`src/rtl/core/iirl_pkg.sv`:
```
package iirl_pkg;

  // field widths of the command and result items
  localparam int unsigned CmdW   = 2;
  localparam int unsigned IndexW = 5;
  localparam int unsigned WordW  = 32;
  localparam int unsigned StatW  = 2;
  localparam int unsigned CountW = 5;

  // default number of list entries
  localparam int unsigned DefaultDepth = 16;

  // command codes
  typedef enum logic [CmdW-1:0] {
    CMD_INSERT = 2'd0,
    CMD_REMOVE = 2'd1,
    CMD_READ   = 2'd2,
    CMD_WRITE  = 2'd3
  } cmd_e;

  // status codes
  localparam logic [StatW-1:0] ST_DONE      = 2'd0;
  localparam logic [StatW-1:0] ST_BAD_INDEX = 2'd1;
  localparam logic [StatW-1:0] ST_FULL      = 2'd2;

  // operation applied to the entry row
  typedef enum logic [1:0] {
    SOP_NONE   = 2'd0,
    SOP_INSERT = 2'd1,
    SOP_REMOVE = 2'd2,
    SOP_WRITE  = 2'd3
  } store_op_e;

  typedef struct packed {
    store_op_e          op;
    logic [IndexW-1:0]  index;
  } store_ctl_t;

  typedef struct packed {
    cmd_e                     cmd;
    logic [IndexW-1:0]        index;
    logic signed [WordW-1:0]  value;
  } req_t;

  typedef struct packed {
    logic [StatW-1:0]         status;
    logic signed [WordW-1:0]  read_value;
    logic [CountW-1:0]        count;
    logic signed [WordW-1:0]  total;
  } rsp_t;

endpackage

```
`src/rtl/core/iirl_store.sv`:
```
module iirl_store #(
  parameter int unsigned DEPTH = iirl_pkg::DefaultDepth
) (
  input  logic                                  clk_i,
  input  iirl_pkg::store_ctl_t                  ctl_i,
  input  logic [$clog2(DEPTH+1)-1:0]            count_i,
  input  logic signed [iirl_pkg::WordW-1:0]     value_i,
  output logic signed [iirl_pkg::WordW-1:0]     rd_word_o
);
  import iirl_pkg::*;

  localparam int unsigned CntW = $clog2(DEPTH + 1);
  localparam int unsigned CmpW = (CntW > IndexW) ? CntW : IndexW;

  logic signed [WordW-1:0] entries_q [DEPTH];
  logic signed [WordW-1:0] entries_d [DEPTH];
  logic signed [WordW-1:0] prev_w    [DEPTH];
  logic signed [WordW-1:0] succ_w    [DEPTH];
  logic [CmpW-1:0]         idx_x;
  logic [CmpW-1:0]         cnt_x;

  assign idx_x = CmpW'(ctl_i.index);
  assign cnt_x = CmpW'(count_i);

  // word at the addressed position
  always_comb begin
    rd_word_o = '0;
    for (int unsigned i = 0; i < DEPTH; i++) begin
      if (idx_x == CmpW'(i)) begin
        rd_word_o = entries_q[i];
      end
    end
  end

  // each cell takes its neighbor, the new word, zero, or holds
  for (genvar g = 0; g < DEPTH; g++) begin : g_cell
    localparam logic [CmpW-1:0] Pos     = CmpW'(g);
    localparam logic [CmpW-1:0] PosNext = CmpW'(g + 1);

    if (g == 0) begin : g_first
      assign prev_w[g] = '0;
    end else begin : g_inner
      assign prev_w[g] = entries_q[g-1];
    end

    if (g == DEPTH - 1) begin : g_last
      assign succ_w[g] = '0;
    end else begin : g_body
      assign succ_w[g] = entries_q[g+1];
    end

    always_comb begin
      entries_d[g] = entries_q[g];
      unique case (ctl_i.op)
        SOP_INSERT: begin
          if (Pos == idx_x) begin
            entries_d[g] = value_i;
          end else if (Pos > idx_x && Pos <= cnt_x) begin
            entries_d[g] = prev_w[g];
          end
        end
        SOP_REMOVE: begin
          if (PosNext == cnt_x) begin
            entries_d[g] = '0;
          end else if (Pos >= idx_x && PosNext < cnt_x) begin
            entries_d[g] = succ_w[g];
          end
        end
        SOP_WRITE: begin
          if (Pos == idx_x) begin
            entries_d[g] = value_i;
          end
        end
        default: begin
          entries_d[g] = entries_q[g];
        end
      endcase
    end
  end

  // entry row
  always_ff @(posedge clk_i) begin
    entries_q <= entries_d;
  end

endmodule

```
`src/rtl/core/indexed_insert_remove_list.sv`:
```
// channel   | ports                       | direction | payload
// ----------+-----------------------------+-----------+------------------------------
// command   | start, busy, req_i          | in        | cmd, index, value
// result    | rsp_valid_o, rsp_o          | out       | status, read_value, count, total
//
// one item is accepted per cycle; busy stays low, so start may be held high
// the result strobe comes two cycles after acceptance: input register, then the
// single-pass update of the entry row, count and sum into the result register
// rst_ni clears the count, the sum and the pipeline valids; entries need no reset
// the receiver cannot stall: each result is on rsp_o for exactly one cycle
module indexed_insert_remove_list #(
  parameter int unsigned DEPTH = iirl_pkg::DefaultDepth
) (
  input  logic           clk_i,
  input  logic           rst_ni,
  input  logic           start,
  output logic           busy,
  input  iirl_pkg::req_t req_i,
  output logic           rsp_valid_o,
  output iirl_pkg::rsp_t rsp_o
);
  import iirl_pkg::*;

  localparam int unsigned CntW = $clog2(DEPTH + 1);
  localparam int unsigned CmpW = (CntW > IndexW) ? CntW : IndexW;

  req_t                    req_q;
  logic                    req_valid_q;
  logic [CntW-1:0]         cnt_q, cnt_d;
  logic signed [WordW-1:0] sum_q, sum_d;
  rsp_t                    rsp_q;
  logic                    rsp_valid_q;

  store_ctl_t              store_ctl;
  logic signed [WordW-1:0] rd_word;
  logic signed [WordW-1:0] delta;
  logic signed [WordW-1:0] rd_d;
  logic [StatW-1:0]        status_d;
  logic [CmpW-1:0]         idx_x;
  logic [CmpW-1:0]         cnt_x;

  assign busy = 1'b0;

  // input register
  always_ff @(posedge clk_i or negedge rst_ni) begin
    if (!rst_ni) begin
      req_valid_q <= 1'b0;
    end else begin
      req_valid_q <= start && !busy;
    end
  end

  always_ff @(posedge clk_i) begin
    if (start && !busy) begin
      req_q <= req_i;
    end
  end

  // index checks and command decode
  assign idx_x = CmpW'(req_q.index);
  assign cnt_x = CmpW'(cnt_q);

  always_comb begin
    status_d        = ST_DONE;
    store_ctl.op    = SOP_NONE;
    store_ctl.index = req_q.index;
    cnt_d           = cnt_q;
    delta           = '0;
    rd_d            = '0;
    if (req_valid_q) begin
      unique case (req_q.cmd)
        CMD_INSERT: begin
          if (idx_x > cnt_x) begin
            status_d = ST_BAD_INDEX;
          end else if (cnt_q == CntW'(DEPTH)) begin
            status_d = ST_FULL;
          end else begin
            store_ctl.op = SOP_INSERT;
            cnt_d        = cnt_q + 1'b1;
            delta        = req_q.value;
          end
        end
        CMD_REMOVE: begin
          if (idx_x >= cnt_x) begin
            status_d = ST_BAD_INDEX;
          end else begin
            store_ctl.op = SOP_REMOVE;
            cnt_d        = cnt_q - 1'b1;
            delta        = -rd_word;
          end
        end
        CMD_READ: begin
          if (idx_x >= cnt_x) begin
            status_d = ST_BAD_INDEX;
          end else begin
            rd_d = rd_word;
          end
        end
        CMD_WRITE: begin
          if (idx_x >= cnt_x) begin
            status_d = ST_BAD_INDEX;
          end else begin
            store_ctl.op = SOP_WRITE;
            delta        = req_q.value - rd_word;
          end
        end
        default: begin
          status_d = ST_DONE;
        end
      endcase
    end
  end

  // running wrapping sum
  assign sum_d = sum_q + delta;

  // entry row with its shift logic
  iirl_store #(
    .DEPTH (DEPTH)
  ) u_store (
    .clk_i     (clk_i),
    .ctl_i     (store_ctl),
    .count_i   (cnt_q),
    .value_i   (req_q.value),
    .rd_word_o (rd_word)
  );

  // count and sum state
  always_ff @(posedge clk_i or negedge rst_ni) begin
    if (!rst_ni) begin
      cnt_q <= '0;
      sum_q <= '0;
    end else begin
      cnt_q <= cnt_d;
      sum_q <= sum_d;
    end
  end

  // result register
  always_ff @(posedge clk_i or negedge rst_ni) begin
    if (!rst_ni) begin
      rsp_valid_q <= 1'b0;
    end else begin
      rsp_valid_q <= req_valid_q;
    end
  end

  always_ff @(posedge clk_i) begin
    if (req_valid_q) begin
      rsp_q.status     <= status_d;
      rsp_q.read_value <= rd_d;
      rsp_q.count      <= CountW'(cnt_d);
      rsp_q.total      <= sum_d;
    end
  end

  assign rsp_valid_o = rsp_valid_q;
  assign rsp_o       = rsp_q;

  // count never passes the capacity
  a_cnt_bound: assert property (@(posedge clk_i) disable iff (!rst_ni)
    cnt_q <= CntW'(DEPTH))
    else $error("list count above capacity");

  // a full rejection only happens at capacity
  a_full_at_cap: assert property (@(posedge clk_i) disable iff (!rst_ni)
    (req_valid_q && status_d == ST_FULL) |-> cnt_q == CntW'(DEPTH))
    else $error("full status below capacity");

  // a completed remove shrinks the list by one
  a_remove_cnt: assert property (@(posedge clk_i) disable iff (!rst_ni)
    (req_valid_q && req_q.cmd == CMD_REMOVE && status_d == ST_DONE)
      |=> cnt_q == CntW'($past(cnt_q) - 1'b1))
    else $error("remove did not shrink the list");

  // reads and writes leave the count alone
  a_rw_cnt: assert property (@(posedge clk_i) disable iff (!rst_ni)
    (req_valid_q && (req_q.cmd == CMD_READ || req_q.cmd == CMD_WRITE))
      |=> $stable(cnt_q))
    else $error("read or write changed the count");

endmodule

```
`config.mk`:
```
export PLATFORM = sky130hd
export DESIGN_NAME = indexed_insert_remove_list
export DESIGN_NICKNAME = d
export VERILOG_FILES = /design/src/rtl/core/iirl_pkg.sv /design/src/rtl/core/iirl_store.sv /design/src/rtl/core/indexed_insert_remove_list.sv
export SDC_FILE = /design/constraint.sdc
export NUM_CORES = 2
export LEC_CHECK = 0
export BUFFER_PORTS_ARGS = -buffer_cell sky130_fd_sc_hd__clkbuf_2
export CAP_MARGIN = 5
export CORE_MARGIN = 2
export CORE_UTILIZATION = 40
export CTS_BUF_LIST = sky130_fd_sc_hd__clkbuf_8
export CTS_CLUSTER_SIZE = 20
export DETAILED_ROUTE_END_ITERATION = 16
export PLACE_DENSITY_LB_ADDON = 0.1
export SLEW_MARGIN = 20
export SYNTH_ARGS = -nofsm -noshare
export SYNTH_HDL_FRONTEND = slang
export SYNTH_SLANG_ARGS = --single-unit
```
`constraint.sdc`:
```
create_clock -name clk_i -period 8.61 [get_ports clk_i]
set_clock_uncertainty 0.1 [all_clocks]
set_input_delay 1.722 -clock clk_i [delete_from_list [all_inputs] [get_ports clk_i]]
set_output_delay 1.722 -clock clk_i [all_outputs]
set_load 0.01 [all_outputs]
```
==> results_dict.tcl <==
set metrics [dict create \
    finalSetupTns_ns 0 \
    h-tree-depth 3 \
    swShare_pct 39.6 \
    final_nets 3864 \
    drv_cap 0 \
    drt_first_pass_iters 9 \
    synth_flop_cell "edfxtp_1" \
    tightestPinTransition_ns 1.20 \
    grt_max_degree 65 \
    worstRegToRegCells 28 \
    root_buffer "clkbuf_8" \
    seq_area_frac_synth_pct 50.9 \
    holdPathEnd "sum_q[0]" \
    cts_sinks 661 \
    grt_pass1_vias 32288 \
    holdCritStartpoint "sum_q[0]" \
    avgViaCountPerCell 6.75 \
    area_growth_pct 13.3 \
    setup-violations-final 0 \
    syn_area_per_cell_sq_um 10.6 \
    io_pins 115 \
    cts_buffers 119 \
    min_path_cells 1 \
    crit_type "flip-flop to flip-flop" \
    ff2ff_setup_slack_ns 0.38 \
    synthCells 3636 \
    hold_viol_final 0 \
    portBuffers 113 \
    drc 0 \
    ys_warn_count 0 \
    drt-total-wl_um 174000 \
    core_sq_um 95300 \
    hold_slack_ns 0.436 \
    drive_above_1_share_pct 15.1 \
    finalCritPeriodShare_pct 95.6 \
    cpMaxStageDelayCell "o221ai_1" \
    synthArstFlopShare_pct 5.90 \
    setup.worst_path.end_class "flip-flop" \
    cp_common_cell "buf_4" \
    r2r_end "rsp_o[31]" \
    grt_pass1_wl_um 246000 \
    synth_edf_count 622 \
    status "completed" \
    start_util_pct 40.5 \
    hp-class "flip-flop to flip-flop" \
    die_w_um 315 \
    period_needed_ns 8.23 \
    drv_slew 0 \
    start_kind "flip-flop" \
    p_per_area_nw_per_um2 277 \
    synth.cell_area_sq_um 38600 \
    ant_nets 0 \
    rows 113 \
    arrival_ns 8.63 \
    rsz0062_at_grt "no" \
    dr.first_iter.drc_count 4894 \
    combPwrFrac_pct 34.8 \
    die_height_um 315 \
    leakage_nw 15.8 \
    max_stage_delay_ns 0.57 \
    syn_nets 3757 \
    required_ns 9.01 \
    pwr-share-seq_pct 41.5 \
    overflow 0 \
    r2r_start "idx_x[0]" \
    clock_power_share_pct 23.7 \
    dieArea_sq_um 98900 \
    final_cell_mix "622 x edfxtp_1, 606 x nor2_1, 461 x a221o_1, 197 x nand2_1, 191 x buf_4" \
    synthDistinctLibCells 107 \
    cts_tree "built" \
    crit_fanout 24 \
    ys_ff_latch 661 \
    place.gp.congestion 0.956 \
    relSlewSlack_pct 19.5 \
    layout_commonest_cell "edfxtp_1" \
    wire_per_inst_um 34.0 \
    antenna_found_initial 3 \
    internal_power_mw 7.32 \
    vdd_drop_max_uv 176 \
    clock_latency_ns 0.82 \
    p_sw_mw 4.80 \
    dp_hpwl_um 125000 \
    cts_max_path_buffers 3 \
    gr-usage-all-layers_pct 34.3 \
    fmax_ghz 0.122 \
    clk_pin_slew_worst_paths_ns 0.06 \
    num_vias 34523 \
]
[repair_timing]
item                       4_1_cts  5_1_grt
setup buffers                    0        3
pin swaps                        0        2
setup endpoints to repair        1        8
resized for setup                1       14
hold buffers                     0        0
[how the worst max path moves through the flow]
stage	from	to	slack, ns
2_1_floorplan	idx_x[1]	rsp_o[31]	1.16
3_3_place_gp	idx_x[1]	rsp_o[31]	0.20
3_5_place_dp	idx_x[1]	rsp_o[31]	0.03
4_1_cts	idx_x[4]	rsp_o[31]	0.1
5_1_grt	idx_x[4]	rsp_o[31]	0.06
6_report	idx_x[0]	rsp_o[31]	0.38
[Yosys cell counts (all sizes together), types with 7 or more instances]
library cell / n / area, sq um
a211oi: 21 / 158
a21o: 38 / 285
a21oi: 182 / 922
a221o: 462 / 4630
a221oi: 30 / 280
a222oi: 21 / 210
a22o: 44 / 385
a22oi: 33 / 248
a2bb2oi: 12 / 105
a31oi: 36 / 231
and2: 11 / 68.8
and3: 31 / 194
and3b: 9 / 78.8
buf: 64 / 430
clkbuf: 261 / 980
dfrtp: 39 / 976
edfxtp: 622 / 18700
ha: 78 / 976
inv: 45 / 169
mux2i: 14 / 140
nand2: 198 / 743
nand2b: 33 / 206
nand3: 81 / 405
nand3b: 13 / 97.6
nand4: 16 / 100
nor2: 628 / 2370
nor2b: 29 / 181
nor3: 36 / 205
nor3b: 13 / 124
o211ai: 12 / 90.1
o21a: 41 / 308
o21ai: 166 / 850
o21bai: 10 / 75.1
o221ai: 15 / 131
o22ai: 29 / 181
o2bb2ai: 11 / 96.3
o31a: 7 / 61.3
o31ai: 15 / 123
or2: 11 / 68.8
or3: 14 / 87.6
xnor2: 54 / 473
xor2: 26 / 228
[per-stage QoR]
stage	util, %	worst slack, ns	area [sq um]	power (mW)	std cells
finish	45.9	0.383	43700	12.1	5113
floorplan	-	1.16	38600	7.43	3636
global placement	43.4	0.196	41400	9.09	4883
global route	45.9	0.0560	43700	12.6	5111
detailed placement	43.4	0.0298	41400	9.15	4883
CTS	45.7	0.0971	43600	12.0	5106
[metal layers]
metal | track usage, % | part of all wire (%) | wire length [um]
met5 | 0 | 0 | 0
met4 | 12.6 | 4.0 | 7000
met3 | 7.83 | 10 | 18000
met2 | 50.7 | 43 | 75000
met1 | 49.0 | 43 | 74000
[state kept, by name, summed over array words and instances, names as in the netlist]
register,count
sum_q,32
req_q,34
idx_x,5
rsp_valid_o,1
cnt_q,5
u_store.entries_q,512
req_valid_q,1
rsp_o,71
[worst max-delay path: cells and delay by family, from the launching register on]
family | cells | cell delay [ns]
AO/OA/AOI/OAI | 13 | 3.92
buffers and inverters | 5 | 1.50
AND/OR/NAND/NOR | 6 | 0.92
adder cells (fa/ha/maj) | 2 | 0.64
flip-flops | 1 | 0.53
XOR/XNOR | 2 | 0.28
[layout make-up]
cell class	instances	area, sq um
fill	9042	51600
sequential	661	19700
multi-input combinational	2604	18000
timing repair buffer	311	2130
clock buffer	121	1670
tap	1265	1580
clock inverter	102	526
inverter	46	173
antenna	3	7.51
[kinds of logic after synthesis]
group,after synthesis,synth area share [%]
AO/OA/AOI/OAI,1263,26.2
XOR/XNOR,80,1.82
adder cells (fa/ha/maj),82,2.66
buffers and inverters,371,4.10
flip-flops,661,50.9
multiplexers,20,0.538
other,1,0.00972
AND/OR/NAND/NOR,1158,13.7
[power groups by stage]
stage                     logic, mW  registers (mW)  clock network [mW]
final                          4.22            5.03                2.88
after global routing           4.48            5.06                3.04
after CTS                      4.12            4.99                2.92
after detailed placement       4.10            5.04                   0
after global placement         4.05            5.03                   0
after floorplan                2.58            4.85                   0
Note: power is estimated with default switching activity, not from simulation.
